==> config.mk <==
export PLATFORM = sky130hd
export DESIGN_NAME = dns_name_text_to_wire_flat
export DESIGN_NICKNAME = d
export VERILOG_FILES = /design/src/hw/rtl/dnt_pkg.sv /design/src/hw/rtl/dnt_if.sv /design/src/hw/rtl/dnt_parse.sv /design/src/hw/rtl/dnt_resbuf.sv /design/src/hw/rtl/dns_name_text_to_wire.sv /design/src/flat_wrapper.sv
export SDC_FILE = /design/constraint.sdc
export NUM_CORES = 1
export LEC_CHECK = 0
export ABC_CLOCK_PERIOD_IN_PS = 8650
export BUFFER_PORTS_ARGS = -buffer_cell sky130_fd_sc_hd__buf_2
export CAP_MARGIN = 0
export CORE_ASPECT_RATIO = 0.7
export CORE_MARGIN = 2
export CORE_UTILIZATION = 47
export CTS_CLUSTER_SIZE = 28
export DETAILED_ROUTE_END_ITERATION = 10
export HOLD_SLACK_MARGIN = 0.15
export PLACE_DENSITY = 0.62
export SYNTH_ARGS = -nofsm -noshare
export SYNTH_HDL_FRONTEND = slang
export SYNTH_SLANG_ARGS = --single-unit
==> constraint.sdc <==
create_clock -name clk_i -period 8.65 [get_ports clk_i]
set_input_delay 1.73 -clock clk_i [delete_from_list [all_inputs] [get_ports clk_i]]
set_output_delay 1.73 -clock clk_i [all_outputs]
set_load 0.01 [all_outputs]
==> src/hw/rtl/dnt_pkg.sv <==
`timescale 1ns / 1ps
`default_nettype none
// ----------------------------------------------------------------------------
// dnt_pkg
// Types and constants shared by the name text to wire format converter.
// ----------------------------------------------------------------------------
package dnt_pkg;

  localparam logic [7:0] DOT_CHAR  = 8'd46;
  localparam logic [8:0] CHARS_SAT = 9'h1FF;

  typedef enum logic [1:0] {
    ST_OK         = 2'd0,
    ST_EMPTY      = 2'd1,
    ST_LABEL_LONG = 2'd2,
    ST_NAME_LONG  = 2'd3
  } status_e;

  typedef struct packed {
    logic       we;
    logic [7:0] addr;
    logic [7:0] wbyte;
    logic       done;
    status_e    status;
    logic [7:0] len;
  } res_t;

  typedef struct packed {
    res_t [2:0] slot;
    logic [1:0] cnt;
  } res_group_t;

endpackage

`default_nettype wire

==> src/hw/rtl/dnt_if.sv <==
`timescale 1ns / 1ps
`default_nettype none
// ----------------------------------------------------------------------------
// dnt_char_if / dnt_res_if
// Valid/ready channels for name characters and wire write results.
// ----------------------------------------------------------------------------
interface dnt_char_if;
  logic       valid;
  logic       ready;
  logic [7:0] ch;
  logic       last;

  modport source (output valid, output ch, output last, input ready);
  modport sink   (input valid, input ch, input last, output ready);
endinterface

interface dnt_res_if;
  logic       valid;
  logic       ready;
  logic       write_enable;
  logic [7:0] wire_addr;
  logic [7:0] wire_byte;
  logic       done_res;
  logic [1:0] status;
  logic [7:0] wire_length;

  modport source (output valid, output write_enable, output wire_addr, output wire_byte,
                  output done_res, output status, output wire_length, input ready);
  modport sink   (input valid, input write_enable, input wire_addr, input wire_byte,
                  input done_res, input status, input wire_length, output ready);
endinterface

`default_nettype wire

==> src/hw/rtl/dnt_parse.sv <==
`timescale 1ns / 1ps
`default_nettype none
// ----------------------------------------------------------------------------
// dnt_parse
// Label state and per-character update; builds up to three results.
// ----------------------------------------------------------------------------
module dnt_parse #(
  parameter int MAX_LABEL = 63,
  parameter int MAX_NAME  = 255
) (
  input  wire logic                clk_i,
  input  wire logic                rst_ni,
  input  wire logic                accept_i,
  input  wire logic [7:0]          ch_i,
  input  wire logic                last_i,
  output dnt_pkg::res_group_t      group_o
);
  import dnt_pkg::*;

  localparam logic [9:0] MaxLabel = 10'(MAX_LABEL);
  localparam logic [9:0] MaxName  = 10'(MAX_NAME);

  logic [7:0] ls_q, ls_d, ls_end;
  logic [6:0] lc_q, lc_d;
  logic [8:0] cs_q, cs_d;
  status_e    err_q, err_d;
  logic [8:0] addr;
  logic       root;
  logic       va, vb, vc;
  res_t       ra, rb, rc;

  assign root = last_i && (ch_i == DOT_CHAR) && (cs_q == 9'd0) && (err_q == ST_OK);
  assign addr = 9'(ls_q) + 9'd1 + 9'(lc_q);

  always_comb begin
    ra     = '0;
    rb     = '0;
    rc     = '0;
    va     = 1'b0;
    vb     = 1'b0;
    vc     = 1'b0;
    ls_d   = ls_q;
    lc_d   = lc_q;
    cs_d   = cs_q;
    err_d  = err_q;
    ls_end = '0;
    if (root) begin
      vc        = 1'b1;
      rc.we     = 1'b1;
      rc.done   = 1'b1;
      rc.status = ST_OK;
      rc.len    = 8'd1;
      ls_d      = '0;
      lc_d      = '0;
      cs_d      = '0;
      err_d     = ST_OK;
    end else begin
      if (cs_q != CHARS_SAT) begin
        cs_d = cs_q + 9'd1;
      end
      if (ch_i != DOT_CHAR) begin
        if ((10'(cs_d) + 10'd1 > MaxName) || (10'(addr) + 10'd2 > MaxName)) begin
          err_d = ST_NAME_LONG;
        end else if ((err_q == ST_OK) && (10'(lc_q) >= MaxLabel)) begin
          err_d = ST_LABEL_LONG;
        end else if (err_q == ST_OK) begin
          va       = 1'b1;
          ra.we    = 1'b1;
          ra.addr  = addr[7:0];
          ra.wbyte = ch_i;
          lc_d     = lc_q + 7'd1;
        end
      end else if ((err_q == ST_OK) && (lc_q != 7'd0)) begin
        va       = 1'b1;
        ra.we    = 1'b1;
        ra.addr  = ls_q;
        ra.wbyte = {1'b0, lc_q};
        ls_d     = ls_q + 8'(lc_q) + 8'd1;
        lc_d     = '0;
      end
      if (last_i) begin
        if (err_d != ST_OK) begin
          vc        = 1'b1;
          rc.done   = 1'b1;
          rc.status = err_d;
        end else if ((ls_d == 8'd0) && (lc_d == 7'd0)) begin
          vc        = 1'b1;
          rc.done   = 1'b1;
          rc.status = ST_EMPTY;
        end else begin
          ls_end = ls_d;
          if (lc_d != 7'd0) begin
            vb       = 1'b1;
            rb.we    = 1'b1;
            rb.addr  = ls_d;
            rb.wbyte = {1'b0, lc_d};
            ls_end   = ls_d + 8'(lc_d) + 8'd1;
          end
          vc        = 1'b1;
          rc.we     = 1'b1;
          rc.addr   = ls_end;
          rc.done   = 1'b1;
          rc.status = ST_OK;
          rc.len    = ls_end + 8'd1;
        end
        ls_d  = '0;
        lc_d  = '0;
        cs_d  = '0;
        err_d = ST_OK;
      end
    end
  end

  // pack the results in order, dropping absent ones
  always_comb begin
    group_o.slot[0] = va ? ra : (vb ? rb : rc);
    group_o.slot[1] = va ? (vb ? rb : rc) : rc;
    group_o.slot[2] = rc;
    group_o.cnt     = 2'(va) + 2'(vb) + 2'(vc);
  end

  always_ff @(posedge clk_i or negedge rst_ni) begin
    if (!rst_ni) begin
      ls_q  <= '0;
      lc_q  <= '0;
      cs_q  <= '0;
      err_q <= ST_OK;
    end else if (accept_i) begin
      ls_q  <= ls_d;
      lc_q  <= lc_d;
      cs_q  <= cs_d;
      err_q <= err_d;
    end
  end

endmodule

`default_nettype wire

==> src/hw/rtl/dnt_resbuf.sv <==
`timescale 1ns / 1ps
`default_nettype none
// ----------------------------------------------------------------------------
// dnt_resbuf
// Result register of up to three entries, drained one per transfer.
// ----------------------------------------------------------------------------
module dnt_resbuf (
  input  wire logic                clk_i,
  input  wire logic                rst_ni,
  input  wire logic                load_i,
  input  wire dnt_pkg::res_group_t group_i,
  input  wire logic                out_ready_i,
  output logic                     out_valid_o,
  output dnt_pkg::res_t            out_res_o,
  output logic                     in_ready_o
);
  import dnt_pkg::*;

  res_t [2:0] slot_q;
  logic [1:0] cnt_q;
  logic       xfer;

  assign out_valid_o = (cnt_q != 2'd0);
  assign xfer        = out_valid_o && out_ready_i;
  assign in_ready_o  = (cnt_q == 2'd0) || ((cnt_q == 2'd1) && out_ready_i);
  assign out_res_o   = slot_q[0];

  always_ff @(posedge clk_i) begin
    if (load_i) begin
      slot_q <= group_i.slot;
    end else if (xfer) begin
      slot_q[0] <= slot_q[1];
      slot_q[1] <= slot_q[2];
    end
  end

  always_ff @(posedge clk_i or negedge rst_ni) begin
    if (!rst_ni) begin
      cnt_q <= '0;
    end else if (load_i) begin
      cnt_q <= group_i.cnt;
    end else if (xfer) begin
      cnt_q <= cnt_q - 2'd1;
    end
  end

endmodule

`default_nettype wire

==> src/hw/rtl/dns_name_text_to_wire.sv <==
`timescale 1ns / 1ps
`default_nettype none
// ----------------------------------------------------------------------------
// dns_name_text_to_wire
// Streams a dotted domain name into DNS wire format memory writes.
// ----------------------------------------------------------------------------
// The first result of a character is offered in the cycle after its transfer.
// Throughput: one character per cycle while the output takes results; a final
//   character can give up to three results, so input holds until one is left.
// The three-entry result register drains one result per output transfer.
// Reset clears all label state and the result register count; no clearing pass.
module dns_name_text_to_wire #(
  parameter int MAX_LABEL = 63,
  parameter int MAX_NAME  = 255
) (
  input  wire logic  clk_i,
  input  wire logic  rst_ni,
  dnt_char_if.sink   char_i,
  dnt_res_if.source  res_o
);
  import dnt_pkg::*;

  res_group_t group;
  res_t       head;
  logic       accept;
  logic       in_ready;

  assign char_i.ready = in_ready;
  assign accept       = char_i.valid && in_ready;

  dnt_parse #(
    .MAX_LABEL (MAX_LABEL),
    .MAX_NAME  (MAX_NAME)
  ) u_parse (
    .clk_i    (clk_i),
    .rst_ni   (rst_ni),
    .accept_i (accept),
    .ch_i     (char_i.ch),
    .last_i   (char_i.last),
    .group_o  (group)
  );

  dnt_resbuf u_resbuf (
    .clk_i       (clk_i),
    .rst_ni      (rst_ni),
    .load_i      (accept),
    .group_i     (group),
    .out_ready_i (res_o.ready),
    .out_valid_o (res_o.valid),
    .out_res_o   (head),
    .in_ready_o  (in_ready)
  );

  assign res_o.write_enable = head.we;
  assign res_o.wire_addr    = head.addr;
  assign res_o.wire_byte    = head.wbyte;
  assign res_o.done_res     = head.done;
  assign res_o.status       = head.status;
  assign res_o.wire_length  = head.len;

endmodule

`default_nettype wire

==> src/flat_wrapper.sv <==
// flat-port wrapper written by rule: the top's interface ports become plain ports
module dns_name_text_to_wire_flat import dnt_pkg::*;
#(
  parameter int MAX_LABEL = 63,
  parameter int MAX_NAME  = 255
)
  (clk_i, rst_ni, char_i_valid, char_i_ch, char_i_last, char_i_ready, res_o_valid, res_o_write_enable, res_o_wire_addr, res_o_wire_byte, res_o_done_res, res_o_status, res_o_wire_length, res_o_ready);
  dnt_char_if char_i_i ();
  dnt_res_if res_o_i ();
  input  wire logic clk_i;
  input  wire logic rst_ni;
  input wire logic [$bits(char_i_i.valid)-1:0] char_i_valid;
  input wire logic [$bits(char_i_i.ch)-1:0] char_i_ch;
  input wire logic [$bits(char_i_i.last)-1:0] char_i_last;
  output wire logic [$bits(char_i_i.ready)-1:0] char_i_ready;
  output wire logic [$bits(res_o_i.valid)-1:0] res_o_valid;
  output wire logic [$bits(res_o_i.write_enable)-1:0] res_o_write_enable;
  output wire logic [$bits(res_o_i.wire_addr)-1:0] res_o_wire_addr;
  output wire logic [$bits(res_o_i.wire_byte)-1:0] res_o_wire_byte;
  output wire logic [$bits(res_o_i.done_res)-1:0] res_o_done_res;
  output wire logic [$bits(res_o_i.status)-1:0] res_o_status;
  output wire logic [$bits(res_o_i.wire_length)-1:0] res_o_wire_length;
  input wire logic [$bits(res_o_i.ready)-1:0] res_o_ready;
  assign char_i_i.valid = char_i_valid;
  assign char_i_i.ch = char_i_ch;
  assign char_i_i.last = char_i_last;
  assign char_i_ready = char_i_i.ready;
  assign res_o_valid = res_o_i.valid;
  assign res_o_write_enable = res_o_i.write_enable;
  assign res_o_wire_addr = res_o_i.wire_addr;
  assign res_o_wire_byte = res_o_i.wire_byte;
  assign res_o_done_res = res_o_i.done_res;
  assign res_o_status = res_o_i.status;
  assign res_o_wire_length = res_o_i.wire_length;
  assign res_o_i.ready = res_o_ready;
  dns_name_text_to_wire #(.MAX_LABEL(MAX_LABEL), .MAX_NAME(MAX_NAME)) u_core (.clk_i(clk_i), .rst_ni(rst_ni), .char_i(char_i_i), .res_o(res_o_i));
endmodule
==> reports/qor.txt, run 1 <==
=========================================================================================
Result of the run                                                            finished clean
Die Y                                                                              103 um
Number of instances in the placed design                                              858
Total number of placement rows                                                         36
Max stage delay on crit path                                                      0.51 ns
Cell-by-cell trace of the critical path                                      buf_2 > nor4b_1 > nor4b_2 > buf_4 > and2_1 > nor2_1 > a22oi_1 > inv_1 > ha_1 > nor2b_1 > o21ai_0 > a21oi_1 > o21ai_0 > a21boi_0 > nor2_1 > nand3_1 > a2111o_1 > a22oi_2 > xnor2_1 > o21ai_1
Final slew viol count                                                                   0
Mapped cell area                                                                 6540 um2
Die width                                                                          145 um
Main combinational cell family by area after synthesis                       compound AO/OA/AOI/OAI gates
Unrepaired setup endpoints after global routing                                        no
Number of standard cells in the final layout excluding fillers                        874
Share of cells above drive strength 1                                               14.0%
Post-route setup TNS                                                                 0 ns
Count of buffering cells on the critical path with inverters included                   3
Final period demand of the worst path                                             6.30 ns
Resized cells post-CTS                                                                  0
Commonest cells after routing, fill and taps aside                           sky130_fd_sc_hd__nand2_1 (83), sky130_fd_sc_hd__edfxtp_1 (75), sky130_fd_sc_hd__nor2_1 (53)
Most common library cell in the layout ignoring fill and taps                sky130_fd_sc_hd__nand2_1
CTS clk-pin slew, worst paths                                                     0.07 ns
Longest Clk Path Bufs                                                                   2
Synth Area in Compound Gates                                                        21.0%
I/O pin total                                                                          43
Mux contribution to synthesized area                                                1.30%
H-tree levels                                                                           3
Initial antenna violation count                                                         0
Number of nets in the layout                                                          717
Routed Antenna Nets                                                                     0
Average via count per standard cell                                                  6.12
Largest voltage drop on the vdd net                                              0.113 mV
Proportion of register bits with asynchronous set or reset after synthesis          27.2%
Fmax                                                                              159 MHz
Count of different cell masters after synthesis                                        84
Syn nets                                                                              715
Final standard cell utilization of the core                                         50.7%
GRT Resource Usage Total                                                            25.7%
Warnings, synthesis                                                                     0
Normalized max-slew margin                                                          29.2%
Routed len/inst                                                                   21.1 um
Worst hold path class                                                             reg2reg
Number of buffers inserted by port buffering                                           42
Number of design rule violations left after detail routing                              0
Static Leak                                                                       2.82 nW
Transition time of the tightest slew-check pin                                    1.03 ns
Xor/xnor cell area share of the yosys netlist                                       1.61%
Growth of design area from synthesis to finish                                      6.62%
Highest net fanout along the worst path                                                14
Number of iterations in the first detailed-routing pass                                 5
Final setup fails                                                                       0
Post-CTS Hold Buffers                                                                   0
Critical path's top delay family                                             simple AND/OR/NAND/NOR gates
Die ar.                                                                         14900 um2
Final Hold Viols                                                                        0
Total grt overflow                                                                      0
Num CTS Buffers                                                                         9
First-pass GRT wire length                                                       29100 um
Number of global-route vias before repair                                            4986
Cell at the root of the clock tree                                           sky130_fd_sc_hd__clkbuf_16
Total core area                                                                 13700 um2
Clock net sink count                                                                  103
Initial Utilization                                                                 47.6%
Path type of the worst setup path                                                  in2reg
Synth Area in Adders                                                                5.13%
Post-detailed-placement half-perimeter wirelength                                13100 um
Yosys reg bits                                                                        103
Max Cap Viol                                                                            0
Via count                                                                            5352
Endpoint required time on the critical path                                       8.74 ns
Sequential fraction of the synthesis area                                           45.2%
Type of destination of the critical path                                             flop
CTS tree                                                                            built
Post-synthesis area per instance                                                 9.65 um2
Routability cong.                                                                   0.941
Number of DRC markers after the initial detailed-route iteration                      557
Data arrival time at the worst-slack endpoint                                     6.40 ns
Clock network latency to the later pin of the worst-skew pair                     0.36 ns
Number of synthesized flops with an enable pin                                         75
Clk_skew                                                                        0.0109 ns
Number of buffers inserted by post-CTS setup repair                                     0
Cell Pwr Density                                                               289 nW/um2
Post-Route WL                                                                    18400 um
Fraction of the cycle the final worst path needs                                    72.9%
Number of cells produced by synthesis                                                 677
Commonest register cell after synthesis                                      sky130_fd_sc_hd__edfxtp_1
Cell with the largest stage delay on the worst path                          sky130_fd_sc_hd__and2_1
Area fraction in and, or, nand and nor cells after synthesis                        18.8%
Largest net degree at the start of global routing                                      73
Fill cell total of the finished layout                                               1282
Kind of start point of the critical path                                       input port
Diode insertion count for antenna repair                                                0
=========================================================================================
==> per-layer routing <==
layer	part of all wire (%)	up-vias	global-route usage (%)	wire (um)
li1	-	2488	-	-
met1	49	2590	39.0	9070
met2	40	252	35.9	7350
met3	9.3	22	6.86	1710
met4	1.6	0	7.16	298
met5	0	-	0	0
==> power by group <==
group	switching, mW	total (mW)	internal, mW
clock	0.195	0.394	0.199
combinational	0.568	0.847	0.280
sequential	0.0644	0.774	0.710
total	0.827	2.02	1.19
==> state kept, by name, indices dropped and copies added (netlist names) <==
| name | flops |
|---|---|
| u_core.u_parse.err_q | 2 |
| u_core.u_parse.lc_q | 7 |
| u_core.u_resbuf.out_res_o | 28 |
| u_core.u_resbuf.cnt_q | 2 |
| u_core.u_parse.cs_q | 9 |
| u_core.u_resbuf.slot_q | 47 |
| u_core.u_parse.ls_q | 8 |
==> cells in the mapped netlist, drive strengths merged (5+ instances only) <==
library cell  number  area, um2
nand2             87        344
a22o              12        105
a31oi              8       50.1
xnor2              9       78.8
nor3              15       80.1
a21o               5       37.5
o22ai              9       56.3
nand3             15       80.1
nor2b              9       56.3
a22oi              9       72.6
and3              11       68.8
ha                22        275
o221ai             5       43.8
nand2b             8       50.1
nor2              53        199
buf               32        244
nor4               5       31.3
o21ai             55        275
clkbuf            25       93.8
inv               30        113
and2               8       52.6
edfxtp            75       2250
dfrtp             28        701
o31ai              7       66.3
a21oi             41        213
==> layout make-up <==
cell class / instances / area [um2] / area share (%)
clock buffers: 11 / 233 / 3.34
clock inverters: 5 / 42.5 / 0.610
repair buffers: 48 / 255 / 3.66
well taps: 190 / 238 / 3.41
flip-flops and latches: 103 / 2950 / 42.4
inverters: 31 / 116 / 1.67
multi-input cells: 486 / 3130 / 44.9
==> tightest hold or removal path: cells and delay by family, from the launching register on <==
kind / cells / cell delay, ns
flops: 1 / 0.32
simple gates: 2 / 0.09
==> final timing paths <==
| check | cells past startpoint | end | slack, ns | startpoint |
|---|---|---|---|---|
| setup reg to reg | 23 | u_core.u_resbuf.slot_q[35] | 2.46 | u_core.u_parse.lc_q[0] |
| max in group asynchronous | 1 | u_core.u_resbuf.cnt_q[1] | 6.74 | rst_ni |
| hold / removal | 2 | u_core.u_resbuf.slot_q[36] | 0.51 | u_core.u_resbuf.slot_q[64] |
| min in group asynchronous | 1 | u_core.u_parse.ls_q[2] | 1.43 | rst_ni |
| setup / recovery | 20 | u_core.u_resbuf.slot_q[35] | 2.35 | char_i_ch[4] |
| hold reg to reg | 2 | u_core.u_resbuf.slot_q[36] | 0.51 | u_core.u_resbuf.slot_q[64] |
==> metrics by stage <==
step | power, mW | hold slack (ns) | worst slack, ns | area, um2
after floorplan | 1.38 | 0.484 | 2.86 | 6540
after global placement | 1.62 | 0.494 | 2.28 | 6690
after detailed placement | 1.61 | 0.501 | 2.10 | 6690
after CTS | 2.01 | 0.517 | 2.43 | 6970
after global routing | 2.14 | 0.552 | 1.90 | 6970
final | 2.02 | 0.515 | 2.35 | 6970
==> kinds of logic after synthesis <==
| logic type | count (synthesis) |
|---|---|
| simple gates | 243 |
| compound gates | 197 |
| flops | 103 |
| buf+inv | 88 |
| fa+ha+maj | 25 |
| xor+xnor | 12 |
| mux | 8 |
| other cells | 1 |
Note: power is estimated with default switching activity, not from simulation.
==> inputs of run 2 (changes only) <==
--- a/config.mk
+++ b/config.mk
@@ -5,7 +5,8 @@
 export SDC_FILE = /design/constraint.sdc
 export NUM_CORES = 1
 export LEC_CHECK = 0
-export ABC_CLOCK_PERIOD_IN_PS = 8650
+export ABC_AREA = 1
+export ABC_CLOCK_PERIOD_IN_PS = 6400
 export BUFFER_PORTS_ARGS = -buffer_cell sky130_fd_sc_hd__buf_2
 export CAP_MARGIN = 0
 export CORE_ASPECT_RATIO = 0.7
==> constraint.sdc (replaced) <==
create_clock -name clk_i -period 6.4 [get_ports clk_i]
set_input_delay 1.28 -clock clk_i [delete_from_list [all_inputs] [get_ports clk_i]]
set_output_delay 1.28 -clock clk_i [all_outputs]
set_load 0.01 [all_outputs]
==> reports/qor.txt, run 2 <==
=========================================================================================
Routed Antenna Nets                                                                     0
Number of nets in the layout                                                          838
Result of the run                                                            finished clean
Largest voltage drop on the vdd net                                              0.405 mV
Mapped cell area                                                                 6570 um2
Count of different cell masters after synthesis                                        48
Average via count per standard cell                                                  5.48
Number of synthesized flops with an enable pin                                         75
Area taken by flip-flops and latches                                             2950 um2
Routed len/inst                                                                   17.1 um
Number of DRC markers after the initial detailed-route iteration                      460
Total number of placement rows                                                         36
Growth of design area from synthesis to finish                                      7.24%
Post-synthesis area per instance                                                 8.32 um2
Count of buffering cells on the critical path with inverters included                   3
Cell Pwr Density                                                               451 nW/um2
Via count                                                                            5445
Slack of the worst reg-to-reg path                                                1.36 ns
Number of standard cells in the final layout excluding fillers                        994
Proportion of register bits with asynchronous set or reset after synthesis          27.2%
Multi-input logic area                                                           2920 um2
Number of global-route vias before repair                                            5066
Critical path's top delay family                                             simple AND/OR/NAND/NOR gates
H-tree levels                                                                           3
Initial antenna violation count                                                         0
Unrepaired setup endpoints after global routing                                        no
Cell with the most instances after synthesis                                 sky130_fd_sc_hd__nand2_1
Share of cells above drive strength 1                                               12.9%
Final slew viol count                                                                   0
Post-detailed-placement half-perimeter wirelength                                12300 um
Commonest register cell after synthesis                                      sky130_fd_sc_hd__edfxtp_1
Max Cap Viol                                                                            0
Most common library cells after synthesis                                    sky130_fd_sc_hd__nand2_1 (194), sky130_fd_sc_hd__inv_1 (101), sky130_fd_sc_hd__edfxtp_1 (75)
Warnings, synthesis                                                                     0
Final period demand of the worst path                                             5.04 ns
Post-route setup TNS                                                                 0 ns
I/O pin total                                                                          43
Commonest cells after routing, fill and taps aside                           sky130_fd_sc_hd__nand2_1 (192), sky130_fd_sc_hd__inv_1 (101), sky130_fd_sc_hd__edfxtp_1 (75)
Total grt overflow                                                                      0
Final setup fails                                                                       0
Cell with the largest stage delay on the worst path                          sky130_fd_sc_hd__dfrtp_1
Clock net sink count                                                                  103
Cell type with the highest aggregate area in the netlist                     sky130_fd_sc_hd__edfxtp_1
Highest net fanout along the worst path                                                11
Final Hold Viols                                                                        0
Longest Clk Path Bufs                                                                   2
Data arrival time at the worst-slack endpoint                                     5.15 ns
Kind of start point of the critical path                                             flop
Cell at the root of the clock tree                                           sky130_fd_sc_hd__clkbuf_16
Number of buffers inserted by port buffering                                           42
Die ar.                                                                         14900 um2
Number of design rule violations left after detail routing                              0
Yosys reg bits                                                                        103
Most common library cell in the layout ignoring fill and taps                sky130_fd_sc_hd__nand2_1
Sequential fraction of the synthesis area                                           45.0%
Number of iterations in the first detailed-routing pass                                 5
Num CTS Buffers                                                                         9
Number of buffers inserted by post-CTS setup repair                                     0
Worst hold path class                                                             reg2reg
Post-CTS Hold Buffers                                                                   0
Post-Route WL                                                                    17000 um
Static Leak                                                                       3.16 nW
Diode insertion count for antenna repair                                                0
Max stage delay on crit path                                                      0.47 ns
Transition time of the tightest slew-check pin                                   0.777 ns
Cell seen most often among critical-path stages                              sky130_fd_sc_hd__nand2_1
CTS tree                                                                            built
Die Y                                                                              103 um
Worst slack on hold paths                                                        0.527 ns
Top post-synthesis cells by area                                             sky130_fd_sc_hd__edfxtp_1 (34%), sky130_fd_sc_hd__nand2_1 (11%), sky130_fd_sc_hd__dfrtp_1 (11%)
GRT Resource Usage Total                                                            23.7%
Resized cells post-CTS                                                                  0
Largest net degree at the start of global routing                                      61
Number of cells produced by synthesis                                                 789
Share of the synthesized area in the top cell type                                  34.3%
Number of instances in the placed design                                              979
Register with the most flip-flops                                            u_core.u_resbuf.slot_q
Routability cong.                                                                   0.892
Initial Utilization                                                                 47.6%
Fill cell total of the finished layout                                               1362
Clock network latency to the later pin of the worst-skew pair                     0.36 ns
Fmax                                                                              198 MHz
Fraction of the cycle the final worst path needs                                    78.7%
Path type of the worst setup path                                                 reg2reg
Type of destination of the critical path                                             flop
Clk_skew                                                                        0.0105 ns
Total core area                                                                 13800 um2
Syn nets                                                                              827
First-pass GRT wire length                                                       27600 um
CTS clk-pin slew, worst paths                                                     0.08 ns
Endpoint required time on the critical path                                       6.51 ns
Die width                                                                          145 um
Normalized max-slew margin                                                          48.2%
Max reg flops                                                                          47
=========================================================================================
-- run 2: cells by family after synthesis --
group,Yosys count,synth area share (%)
xor gates and xnor gates,9,1.20
DFF,103,45.0
adders and majority gates,25,5.11
AOI/OAI and AO/OA,144,13.4
buffers and inverters,154,10.6
and+or+nand+nor,353,24.7
other,1,0.0571
-- run 2: layer usage --
metal / share of wire, % / track usage, %
met5: 0 / 0
met4: 1.1 / 5.35
met3: 7.5 / 3.89
met2: 42 / 36.3
met1: 50 / 35.4
-- run 2: final timing paths --
| check | from | end | depth (start not counted) |
|---|---|---|---|
| max | u_core.u_parse.lc_q[0] | u_core.u_resbuf.slot_q[63] | 30 |
| min | u_core.u_resbuf.slot_q[64] | u_core.u_resbuf.slot_q[36] | 2 |
| max reg2reg | u_core.u_parse.lc_q[0] | u_core.u_resbuf.slot_q[63] | 30 |
| min reg2reg | u_core.u_resbuf.slot_q[64] | u_core.u_resbuf.slot_q[36] | 2 |
| max in group asynchronous | rst_ni | u_core.u_parse.lc_q[4] | 1 |
| min in group asynchronous | rst_ni | u_core.u_parse.lc_q[1] | 1 |
-- run 2: power by group --
part | internal, mW | switching (mW) | total [mW]
clock | 0.269 | 0.270 | 0.539
sequential | 1.08 | 0.104 | 1.19
combinational | 0.455 | 0.995 | 1.45
total | 1.81 | 1.37 | 3.17
-- run 2: area by class of cell --
| class | instances | area share [%] |
|---|---|---|
| Clock inverter | 6 | 0.746 |
| Multi-Input combinational cell | 532 | 41.5 |
| Tap cell | 190 | 3.38 |
| Timing Repair Buffer | 48 | 3.63 |
| Clock buffer | 9 | 3.20 |
| Inverter | 106 | 5.65 |
| Sequential cell | 103 | 41.9 |
-- run 2: through the flow --
| stage | total power, mW | utilization, % | cell area [um2] | worst slack, ns |
|---|---|---|---|---|
| global placement | 2.63 | 49.1 | 6760 | 1.35 |
| detailed placement | 2.64 | 49.1 | 6760 | 1.17 |
| floorplan | 2.33 | - | 6570 | 1.83 |
| CTS | 3.18 | 51.1 | 7040 | 1.40 |
| global route | 3.43 | 51.1 | 7040 | 0.813 |
| finish | 3.17 | 51.1 | 7040 | 1.36 |
-- run 2: worst reg2reg max path: cells and delay by family, from the launching register on --
family | cells | cell delay, ns
fa+ha+maj | 4 | 1.25
flops | 1 | 0.47
buf+inv | 3 | 0.51
simple gates | 20 | 2.07
compound gates | 2 | 0.37
xor+xnor | 1 | 0.14
==> inputs of run 3 (changes only) <==
--- a/config.mk
+++ b/config.mk
@@ -6,7 +6,7 @@
 export NUM_CORES = 1
 export LEC_CHECK = 0
 export ABC_AREA = 1
-export ABC_CLOCK_PERIOD_IN_PS = 6400
+export ABC_CLOCK_PERIOD_IN_PS = 5300
 export BUFFER_PORTS_ARGS = -buffer_cell sky130_fd_sc_hd__buf_2
 export CAP_MARGIN = 0
 export CORE_ASPECT_RATIO = 0.7
==> constraint.sdc (replaced) <==
create_clock -name clk_i -period 5.3 [get_ports clk_i]
set_input_delay 1.06 -clock clk_i [delete_from_list [all_inputs] [get_ports clk_i]]
set_output_delay 1.06 -clock clk_i [all_outputs]
set_load 0.01 [all_outputs]
==> reports/qor.txt, run 3 (synthesized netlist as in run 2, its figures left out) <==
===============================================================================
Result of the run                                                  finished clean
Unrepaired setup endpoints after global routing                              no
Number of DRC markers after the initial detailed-route iteration            539
Growth of design area from synthesis to finish                            8.31%
Diode insertion count for antenna repair                                      0
Clock net sink count                                                        103
Cell with the largest stage delay on the worst path                sky130_fd_sc_hd__dfrtp_1
Number of instances in the placed design                                    983
Initial Utilization                                                       47.6%
Proportion of total power due to net switching                            42.8%
Share of cells above drive strength 1                                     13.5%
Final setup fails                                                             0
Fraction of the cycle the final worst path needs                          89.2%
Startpoint of the most critical hold path                          u_core.u_resbuf.slot_q[33]
Endpoint of the most critical register-to-register path            u_core.u_resbuf.slot_q[63]
Normalized max-slew margin                                                45.5%
Commonest cells after routing, fill and taps aside                 sky130_fd_sc_hd__nand2_1 (192), sky130_fd_sc_hd__inv_1 (101), sky130_fd_sc_hd__edfxtp_1 (75)
Max reg flops                                                                47
Cell Int Power                                                          2.24 mW
Routed len/inst                                                         17.2 um
Combinational group share of total power                                  45.3%
Worst hold path cell count                                                    2
Routed Antenna Nets                                                           0
Register with the most flip-flops                                  u_core.u_resbuf.slot_q
Initial antenna violation count                                               0
Worst hold path class                                                   reg2reg
Fmax                                                                    212 MHz
Data arrival time at the worst-slack endpoint                           4.84 ns
Area taken by flip-flops and latches                                   2950 um2
Total number of placement rows                                               36
Die ar.                                                               14900 um2
Proportion of power drawn by the clock network                            18.3%
Hold Path End                                                      u_core.u_resbuf.out_res_o[5]
Clock network latency to the later pin of the worst-skew pair           0.36 ns
Slack of the worst reg-to-reg path                                      0.57 ns
Static Leak                                                             3.21 nW
Final standard cell utilization of the core                               51.6%
Routability cong.                                                         0.950
Total core area                                                       13800 um2
Final Hold Viols                                                              0
Net switching component of the power                                    1.68 mW
Clk_skew                                                             0.00995 ns
Average via count per standard cell                                        5.52
Type of destination of the critical path                                   flop
Multi-input logic area                                                 2920 um2
Number of global-route vias before repair                                  5119
Number of standard cells in the final layout excluding fillers              999
Max stage delay on crit path                                            0.44 ns
GRT Resource Usage Total                                                  24.0%
Number of iterations in the first detailed-routing pass                       5
Transition time of the tightest slew-check pin                         0.817 ns
Most common library cell in the layout ignoring fill and taps      sky130_fd_sc_hd__nand2_1
CTS tree                                                                  built
H-tree levels                                                                 3
Number of cells on the worst reg-to-reg path                                 30
Final slew viol count                                                         0
I/O pin total                                                                43
Post-route setup TNS                                                       0 ns
Longest Clk Path Bufs                                                         2
Endpoint required time on the critical path                             5.42 ns
First-pass GRT wire length                                             27800 um
Largest voltage drop on the vdd net                                    0.359 mV
Post-Route WL                                                          17200 um
Die Y                                                                    103 um
Cell seen most often among critical-path stages                    sky130_fd_sc_hd__nand2_1
CTS clk-pin slew, worst paths                                           0.08 ns
Num CTS Buffers                                                               9
Number of nets in the layout                                                842
Number of design rule violations left after detail routing                    0
Path type of the worst setup path                                       reg2reg
Cell at the root of the clock tree                                 sky130_fd_sc_hd__clkbuf_16
Post-placement worst setup slack                                       0.333 ns
Post-detailed-placement half-perimeter wirelength                      12600 um
Highest net fanout along the worst path                                      11
Die width                                                                145 um
Max Cap Viol                                                                  0
Number of buffers inserted by port buffering                                 42
Via count                                                                  5510
Kind of start point of the critical path                                   flop
Reg2Reg Launch Point                                               u_core.u_parse.lc_q[0]
Total grt overflow                                                            0
Largest net degree at the start of global routing                            48
Smallest setup slack after layout                                      0.573 ns
Cell Pwr Density                                                     551 nW/um2
Sequential share of power                                                 36.4%
Final period demand of the worst path                                   4.73 ns
Fill cell total of the finished layout                                     1308
===============================================================================
## run 3: final cells by class
class / count / area share [%]
flip-flops and latches: 103 / 41.5
clock inverters: 7 / 1.23
multi-input cells: 532 / 41.1
inverters: 106 / 5.60
clock buffers: 9 / 3.17
repair buffers: 52 / 4.01
well taps: 190 / 3.34
## run 3: critical path: cells and delay by family (launching register included)
| family | cells | cell delay, ns |
|---|---|---|
| and+or+nand+nor | 16 | 1.43 |
| AOI/OAI and AO/OA | 7 | 1.24 |
| adders and majority gates | 3 | 0.88 |
| DFF | 1 | 0.44 |
| buffers and inverters | 3 | 0.33 |
| xor gates and xnor gates | 1 | 0.14 |
## run 3: routing by layer
| metal | track usage (%) | vias up | routed length, um |
|---|---|---|---|
| met2 | 36.7 | 219 | 7220 |
| met3 | 3.63 | 28 | 1240 |
| met1 | 35.7 | 2593 | 8400 |
| met4 | 6.33 | 0 | 318 |
| met5 | 0 | - | 0 |
| li1 | - | 2670 | - |
## run 3: power by group through the flow
stage	Combinational [mW]	Clock [mW]	Sequential [mW]
floorplan	1.39	0	1.42
global placement	1.73	0	1.43
detailed placement	1.75	0	1.44
CTS	1.77	0.726	1.43
global route	1.99	0.759	1.46
finish	1.78	0.718	1.43
## run 3: worst max path at each step
stage,slack (ns),end,cells after the start,start
after floorplan,0.95,u_core.u_resbuf.slot_q[63],22,char_i_ch[4]
after global placement,0.38,u_core.u_resbuf.slot_q[63],23,char_i_ch[4]
after detailed placement,0.33,u_core.u_resbuf.slot_q[63],23,char_i_ch[4]
after CTS,0.51,u_core.u_resbuf.slot_q[63],28,u_core.u_parse.lc_q[0]
after global routing,0.14,u_core.u_resbuf.slot_q[63],30,u_core.u_parse.lc_q[0]
final,0.57,u_core.u_resbuf.slot_q[63],30,u_core.u_parse.lc_q[0]
## run 3: timing repair
action,4_1_cts,5_1_grt
setup endpoints to repair,0,1
setup buffers,0,0
resized for setup,0,1
hold buffers,0,0
## run 3: metrics by stage
step	power, mW	hold WS, ns	instance area (um2)
2_1_floorplan	2.81	0.494	6570
3_3_place_gp	3.17	0.504	6790
3_5_place_dp	3.20	0.513	6790
4_1_cts	3.92	0.532	7110
5_1_grt	4.21	0.550	7110
6_report	3.92	0.531	7110
